`src/hw/rtl/bsmm_pkg.sv`:
```
package bsmm_pkg;

    localparam int MAX_ENTRIES = 1024;
    localparam int ADDR_W      = $clog2(MAX_ENTRIES);
    localparam int CNT_W       = $clog2(MAX_ENTRIES + 1);
    localparam int VAL_W       = 32;
    localparam int CFG_W       = 11;
    localparam int LIM_W       = (CNT_W > CFG_W) ? CNT_W : CFG_W;

    typedef logic [VAL_W-1:0] t_word;

    typedef struct packed {
        logic load;   // latch a new value and start the walk
        logic scan;   // compare one stored entry, shift it up if greater
        logic place;  // write the value and update the spans
        logic emit;   // load the result register
    } t_cmd;

    typedef struct packed {
        logic full;
        logic empty;
        logic greater;
        logic last;
        logic out_free;
    } t_status;

endpackage

```
`src/hw/rtl/bsmm_controller.sv`:
```
module bsmm_controller (
    input  logic              i_clk,
    input  logic              i_rst_n,
    input  logic              i_in_valid,
    output logic              o_in_ready,
    input  bsmm_pkg::t_status i_status,
    output bsmm_pkg::t_cmd    o_cmd
);

    typedef enum logic [1:0] {
        ST_IDLE,
        ST_SCAN,
        ST_PLACE,
        ST_EMIT
    } t_state;

    t_state r_state;
    t_state n_state;

    always_comb begin
        o_cmd       = '0;
        o_in_ready  = 1'b0;
        n_state     = r_state;
        case (r_state)
            ST_IDLE: begin
                o_in_ready = 1'b1;
                if (i_in_valid) begin
                    o_cmd.load = 1'b1;
                    if (i_status.full) begin
                        n_state = ST_EMIT;
                    end else if (i_status.empty) begin
                        n_state = ST_PLACE;
                    end else begin
                        n_state = ST_SCAN;
                    end
                end
            end
            ST_SCAN: begin
                o_cmd.scan = 1'b1;
                // stop at the first entry not above the value, or at the bottom
                if (!i_status.greater || i_status.last) begin
                    n_state = ST_PLACE;
                end
            end
            ST_PLACE: begin
                o_cmd.place = 1'b1;
                n_state     = ST_EMIT;
            end
            ST_EMIT: begin
                if (i_status.out_free) begin
                    o_cmd.emit = 1'b1;
                    n_state    = ST_IDLE;
                end
            end
            default: begin
                n_state = ST_IDLE;
            end
        endcase
    end

    always_ff @(posedge i_clk) begin
        if (!i_rst_n) begin
            r_state <= ST_IDLE;
        end else begin
            r_state <= n_state;
        end
    end

endmodule

```
`config.mk`:
```
export PLATFORM = sky130hd
export DESIGN_NAME = bsmm_controller
export DESIGN_NICKNAME = d
export VERILOG_FILES = /design/src/hw/rtl/bsmm_pkg.sv /design/src/hw/rtl/bsmm_controller.sv
export SDC_FILE = /design/constraint.sdc
export NUM_CORES = 1
export LEC_CHECK = 0
export ABC_AREA = 1
export BUFFER_PORTS_ARGS = -buffer_cell sky130_fd_sc_hd__buf_2
export CAP_MARGIN = 20
export CORE_AREA = 2 2 39 41
export CTS_BUF_LIST = sky130_fd_sc_hd__clkbuf_4
export CTS_CLUSTER_DIAMETER = 150
export DETAILED_ROUTE_END_ITERATION = 7
export DIE_AREA = 0 0 41 43
export PLACE_DENSITY = 0.4
export SKIP_CTS_REPAIR_TIMING = 1
export SYNTH_ARGS = -nofsm -noshare
export SYNTH_HDL_FRONTEND = slang
export SYNTH_SLANG_ARGS = --single-unit
```
`constraint.sdc`:
```
create_clock -name i_clk -period 1.5 [get_ports i_clk]
set_clock_uncertainty 0.05 [all_clocks]
set_input_delay 0.15 -clock i_clk [delete_from_list [all_inputs] [get_ports i_clk]]
set_output_delay 0.15 -clock i_clk [all_outputs]
set_load 0.01 [all_outputs]
```
# Yosys cells after proc, flatten, opt, wreduce, memory -nomap -nowiden
# Cells that the tools add are included.
totals:
  reg_bits: 2
  latch_bits: 0
  mem_bits_rw: 0
  romBits: 0
  input_bits: 8
  output_inout_bits: 5
  word_cells: 24
  memories: 0
op_classes:
  n_addsub: 0
  n_mul: 0
  n_div: 0
  n_lt_le_gt_ge: 0
  n_eq_ne: 6
  shift: 0
  n_mux: 13
  bitwise_logic: 0
  reduce_logical: 4
op_table:
  columns: ["cell", "count"]
  rows:
  - ["2-bit 2-to-1 mux", 5]
  - ["2-bit case mux with 4 select lines", 1]
  - ["1-bit 2-to-1 mux", 7]
  - ["2-bit inequality test, second input constant", 3]
  - ["2-bit == test, second input constant", 2]
  - ["3-bit AND reduction", 1]
  - ["2-bit by 1-bit == test with 1-bit output, second input constant", 1]
  - ["2-bit zero test", 1]
  - ["1-bit zero test", 1]
  - ["1-bit logical OR", 1]

# Logic depth before layout (Yosys ltp)
# Gate-level depths: netlist (run 1).
depth:
  depth_word: 4
  mapped_depth: 7
  depth_no_buf: 7

# Worst setup path after synthesis (run 1)
# No wires, ideal clock.
synth_timing:
  path_type: "register to register"
  from: "register r_state[0]"
  to: "register r_state[0]"
  arrival_ns: 1.008
  required_ns: 1.337
  path_slack_ns: 0.330
  path_stages_with_launch: 7
  n_path_buf: 0
  synth_period_minus_slack_ns: 1.170
  cell_sequence: "dfxtp_1 > inv_1 > ha_1 > nand2_1 > nand3_2 > nor2_1 > nor2_1"
synth_via:
  elab_chain_len: 3
synth_lines:
  columns: ["item", "line_no", "rtl"]
  rows:
  - ["from (decl)", "bsmm_controller.sv:17", "t_state r_state;"]
  - ["from (signal assigned)", "bsmm_controller.sv:65", "r_state <= n_state;"]
  - ["2-bit by 1-bit == test with 1-bit output, or another cell as far along", "bsmm_controller.sv:24", "case (r_state)"]
  - ["2-bit inequality test (no line)", null, null]
  - ["3-bit AND reduction (no line)", null, null]
# Parallel ways exist; a longest one is shown, timed or not.
# A chain may end at the register's enable or synchronous reset.

==> results.md, run 1 <==
- Status: completed
- Cell-internal power: between 0.3 and 0.4 mW
- Drt drc: 0
- YS warnings: 0
- Critical Path End Type: output port
- Met1 Wirelength: slightly below 200 um
- Cells along the critical path: inv_1, ha_1, nand2_1, inv_1, buf_2
- Crit path max fanout: 6
- DIE HEIGHT: roughly 43 um
- Pwr dens: ~1800 mW/mm^2
- Mapped cell area: approximately 220 um^2
- RSZ-0062 raised after global routing: no
- Worst r2r src: r_state[0]$_SDFFE_PN0P_
- Mapped Avg Cell Area: roughly 6.2 um^2
- Cell variety after synth: 8
- Final hold viol count: 0
- Worst-case clock buffer depth: 2
- Post-DR vias/cell: approximately 3.6
- Critical path arrival: ~1.1 ns
- Reg with most FFs: r_state
- Syn_nets: 47
- GRT overflow: 0
- Fmax: around 750 MHz
- Final period utilization: 88.58%
- Hold_sp: i_rst_n
- Max FFs per register: 2
- Worst-Margin Slew: between 0.1 and 0.15 ns
- Largest stage delay, worst path: approximately 0.34 ns
- Top cells by area, synth: ha_1 23%, nand2_1 19%, dfxtp_1 18%
- CP max stage cell: dfxtp_1
- CP top delay family: flip-flops
- Largest net degree at the start of global routing: 7
- Flops & latches, synth: 2
- Reg2reg end: r_state[1]$_SDFFE_PN0P_
- Util after Layout: between 20% and 30%
- Leakage power: between 0.2 and 0.25 nW
- Core area: ~0.0014 mm^2
- Final wirelength: around 440 um
- Worst reg-to-reg setup slack: about 0.29 ns
- Clk_lat worst skew: roughly 0.22 ns
- Top Registers: r_state x2
- Met3 Wirelength: between 70 and 80 um
- Highest routed metal layer: met3
- Clock Tree Root: clkbuf_4
- Clock share of power: slightly above 20%
- GR Util All Layers: between 6 and 7%
- Vias in the first global route: 200
- Comb power frac: between 60% and 70%
- DRT antenna net count: 0
- Top-Level Pins: 13
- Initial antenna violation count: 0
- Clk sinks: 2
- Syn-to-layout area delta: 47.40%
- FILL cells: 170
- DRT iter0 DRCs: 1
- DR WL/cell: between 6 and 7 um
- Crit path depth: 5
- Reg clk slew, reported paths: 0.03 ns
- Type of the most critical hold path: in2reg
- Critical Path RT: around 1.3 ns
- Area of the die: around 0.0018 mm^2
- Fraction of layout cells with a size suffix above 1: between 30% and 40%
- Area share of the largest cell type after synthesis: 23.12%
- Pre-antenna DRT Iters: 2
- Global-route wire length before repair: slightly below 700 um
- IO Port Bufs: 12
- Via count: between 200 and 250
- Sequential-to-total area share from yosys stat: roughly 18%
- H-tree lvl count: 1
- Routed wl met2: around 170 um
- DIE WIDTH: about 41 um
- Psw: between 0.2 and 0.3 mW
- Yosys top cell by area: ha_1
- Cells after Synth: 35
- Post-layout min period: roughly 1.3 ns
- Setup Total Neg Slack: 0 ns
- Crit path buffers/inverters: 3
- Slew HR: approximately 90%
- Core Rows: 14
- Hold EP: r_state[0]$_SDFFE_PN0P_
- Final nets: 64
- CP Launch Type: register
- Setup violators final: 0
- Sequential cell fraction of total power: 17.5%
- GPL Wtd Cong: roughly 0.56
- MaxCap Viol Count: 0
- Reg2Reg Depth: 6
- Starting Density: around 16%
- CTS tree: built
- Num CTS Buffers: 3
- Setup CP Type: reg2out
- Most frequent CP cell: inv_1
- Slew Limit Fails: 0
- HPWL after DPL: ~380 um
- Diodes inserted: 0
- Hold path depth: 3
- Net Sw Frac: 45.38%
- Maximum vdd ir drop: ~0.48 mV
-- per-stage QoR --
stage	hold WS, ns	setup slack, ns	cell area [um^2]	std cells	power (mW)
2_1_floorplan	0.2205	0.3296	216.5	35	0.3608
3_3_place_gp	0.3470	0.2805	296.5	63	0.4707
3_5_place_dp	0.3444	0.2772	296.5	63	0.4646
4_1_cts	0.1026	0.1555	319.1	66	0.5912
5_1_grt	0.1048	0.07366	319.1	66	0.6513
6_report	0.1108	0.1713	319.1	66	0.5746
-- Yosys cell counts --
library cell and count:
nand2_1 11, nor2_1 4, dfxtp_1 2, inv_1 9, o21ai_0 2, nand3_2 2
nand2_2 1, ha_1 4
-- cell usage in the layout, fill, tap and decap left out, drive strengths merged --
master | netlist | final
buf | 0 | 12
clkbuf | 0 | 3
dfxtp | 2 | 2
ha | 4 | 4
inv | 9 | 9
nand2 | 12 | 12
nand3 | 2 | 2
nor2 | 4 | 4
o21ai | 2 | 2
-- cell families after synthesis --
| kind of cell | Yosys count | share of synthesized area [%] |
|---|---|---|
| DFF | 2 | 18.50 |
| buffers and inverters | 9 | 15.61 |
| adders and majority gates | 4 | 23.12 |
| and+or+nand+nor | 18 | 38.15 |
| AOI/OAI and AO/OA | 2 | 4.624 |
-- worst max-delay path by stage --
stage | startpoint | slack [ns] | endpoint
global route | r_state[1]$_SDFFE_PN0P_ | 0.07 | o_cmd[3]
detailed placement | r_state[0]$_SDFFE_PN0P_ | 0.28 | r_state[0]$_SDFFE_PN0P_
finish | r_state[0]$_SDFFE_PN0P_ | 0.17 | o_cmd[3]
global placement | r_state[1]$_SDFFE_PN0P_ | 0.28 | r_state[0]$_SDFFE_PN0P_
CTS | r_state[0]$_SDFFE_PN0P_ | 0.16 | o_cmd[3]
floorplan | r_state[0]$_SDFFE_PN0P_ | 0.33 | r_state[0]$_SDFFE_PN0P_
-- area by class of cell --
| class | count | area [um^2] | area share, % |
|---|---|---|---|
| flip-flops and latches | 2 | 40.04 | 12.55 |
| inverters | 9 | 33.78 | 10.59 |
| repair buffers | 12 | 60.06 | 18.82 |
| multi-input cells | 24 | 142.6 | 44.71 |
| clock buffers | 3 | 22.52 | 7.059 |
| well taps | 16 | 20.02 | 6.275 |
-- metal layers --
layer  GRT usage, %  vias up
met5              0        -
met4          4.000        0
met3          7.853        0
met2          7.500       14
met1          6.390       90
li1               -      131
-- worst min-delay path, stage by stage --
cell and delay [ns]:
buf_2 0.10, nand2_1 0.05, nor2_1 0.03
-- power groups by stage --
stage / registers (mW) / clock network [mW] / logic [mW]
finish: 0.101 / 0.118 / 0.356
global route: 0.105 / 0.131 / 0.415
CTS: 0.101 / 0.126 / 0.364
detailed placement: 0.102 / 0 / 0.363
global placement: 0.103 / 0 / 0.368
floorplan: 0.0979 / 0 / 0.263
No activity file was read; power rests on OpenSTA's default activity.
==> run 2: changes to the inputs <==
GPL_TIMING_DRIVEN = 0   (was default)
REMOVE_ABC_BUFFERS = 1   (was default)
==> results.md, run 2 (same netlist as run 1, synthesis figures left out) <==
- Status: completed
- Area of the die: 0.001763 mm^2 (unchanged)
- Pwr dens: 1790 mW/mm^2 (-0.63%)
- CP Launch Type: register
- Reg with most FFs: r_state
- DRT antenna net count: 0 (unchanged)
- CTS tree: built
- GRT overflow: 0 (unchanged)
- Leakage power: 0.2122 nW (unchanged)
- IO Port Bufs: 12 (unchanged)
- Drt drc: 0 (unchanged)
- Vias in the first global route: 174 (-13%)
- H-tree lvl count: 1 (unchanged)
- Num CTS Buffers: 3 (unchanged)
- Starting Density: 15.64% (unchanged)
- DIE WIDTH: 41 um (unchanged)
- Max FFs per register: 2 (unchanged)
- Initial antenna violation count: 0 (unchanged)
- Multi-input gate area: 142.6 um^2 (unchanged)
- DIE HEIGHT: 43 um (unchanged)
- Reg2reg end: r_state[0]$_SDFFE_PN0P_
- Pre-antenna DRT Iters: 4 (+2)
- Placed inst area: 296.5 um^2 (unchanged)
- Post-layout min period: 1.330 ns (+0.0009480 ns)
- Final hold viol count: 0 (unchanged)
- Setup Total Neg Slack: 0 ns (unchanged)
- Largest net degree at the start of global routing: 7 (unchanged)
- Top-Level Pins: 13 (unchanged)
- Global-route wire length before repair: 648 um (-5.1%)
- Setup violators final: 0 (unchanged)
- Hold path depth: 3 (unchanged)
- Finished Cell Area: 319.1 um^2 (unchanged)
- Clk_lat worst skew: 0.22 ns (about the same)
- DR WL/cell: 6.682 um (+0.68%)
- Clk sinks: 2 (unchanged)
- HPWL after DPL: 381.9 um (+1.3%)
- Maximum vdd ir drop: 0.4943 mV (+2.8%)
- Slew Limit Fails: 0 (unchanged)
- FILL cells: 175 (+2.9%)
- Setup CP Type: reg2out
- Post-DR vias/cell: 3.530 (-0.85%)
- Type of the most critical hold path: in2reg
- Final wirelength: 441 um (+0.68%)
- Core area: 0.001384 mm^2 (unchanged)
- Final period utilization: 88.64% (about the same)
- Diodes inserted: 0 (unchanged)
- Critical Path RT: 1.30 ns (about the same)
- FF+latch area: 40.04 um^2 (unchanged)
- Critical path arrival: 1.13 ns (about the same)
- Core Rows: 14 (unchanged)
- Worst reg-to-reg setup slack: 0.28 ns (about the same)
- Worst-case clock buffer depth: 2 (unchanged)
- Hold_sp: i_rst_n
- Top Registers: r_state x2
- Hold EP: r_state[0]$_SDFFE_PN0P_
- Most frequent cells in the layout: 12 x buf_2, 11 x nand2_1, 9 x inv_1, 4 x nor2_1, 4 x ha_1
- Via count: 233 (-0.85%)
- Reg clk slew, reported paths: 0.03 ns (about the same)
- Pre-CTS setup slack: 0.2606 ns (-0.01656 ns)
- Syn-to-layout area delta: 47.40% (unchanged)
- Clock Tree Root: clkbuf_4
- RSZ-0062 raised after global routing: no
- Reg2Reg Depth: 6 (unchanged)
- Fraction of layout cells with a size suffix above 1: 36.00% (unchanged)
- Final nets: 64 (unchanged)
- GPL Wtd Cong: 0.5694 (+2.0%)
- Most common cell after layout, fill and taps aside: buf_2
- Crit path max fanout: 6 (unchanged)
- Critical Path End Type: output port
- Slew HR: 89.47% (-0.48 points)
- Final Worst Setup Slack: 0.1704 ns (-0.0009480 ns)
- MaxCap Viol Count: 0 (unchanged)
- Tot Pwr: 0.5710 mW (-0.63%)
- Worst-Margin Slew: 0.1563 ns (+0.007144 ns)
- Worst r2r src: r_state[0]$_SDFFE_PN0P_
- Fmax: 752.1 MHz (about the same)
- GR Util All Layers: 5.711% (-0.80 points)
- DRT iter0 DRCs: 5 (+4)
-- run 2: cell counts in the layout (fill, tap and decap cells not counted) --
Identical to the previous run, type by type.
-- run 2: worst max-delay path by stage --
stage	startpoint	end	slack [ns]	cells past startpoint
6_report	r_state[0]$_SDFFE_PN0P_	o_cmd[3]	0.17	5
5_1_grt	r_state[0]$_SDFFE_PN0P_	o_cmd[3]	0.05	5
4_1_cts	r_state[0]$_SDFFE_PN0P_	o_cmd[3]	0.15	5
3_5_place_dp	r_state[0]$_SDFFE_PN0P_	r_state[0]$_SDFFE_PN0P_	0.26	6
3_3_place_gp	r_state[0]$_SDFFE_PN0P_	r_state[0]$_SDFFE_PN0P_	0.26	6
2_1_floorplan	r_state[0]$_SDFFE_PN0P_	r_state[0]$_SDFFE_PN0P_	0.33	6
-- run 2: worst max-delay path: stages (launching register included) --
cell and delay, ns:
dfxtp_1 0.34, inv_1 0.08, ha_1 0.26, nand2_1 0.07, inv_1 0.03, buf_2 0.12
-- run 2: power by group --
group          total, mW  internal [mW]  switching, mW
clock network      0.118         0.0882         0.0294
registers          0.100         0.0808         0.0196
logic              0.353          0.143          0.210
total              0.571          0.312          0.259
-- run 2: stage by stage --
stage,cells,util (%),hold WS [ns]
final,66,23.06,0.1168
after floorplan,35,-,0.2205
after global placement,63,21.43,0.3453
after CTS,66,23.06,0.1072
after global routing,66,23.06,0.1256
after detailed placement,63,21.43,0.3462
-- run 2: cell type report --
| class | instances | area share [%] |
|---|---|---|
| flip-flops and latches | 2 | 12.55 |
| repair buffers | 12 | 18.82 |
| multi-input cells | 24 | 44.71 |
| clock buffers | 3 | 7.059 |
| well taps | 16 | 6.275 |
| inverters | 9 | 10.59 |
-- run 2: layer usage --
layer	global-route usage [%]	share of wire [%]	routed length (um)
met1	7.029	43	191
met2	7.187	44	194
met3	1.571	13	56
met4	6.000	0	0
met5	0	0	0
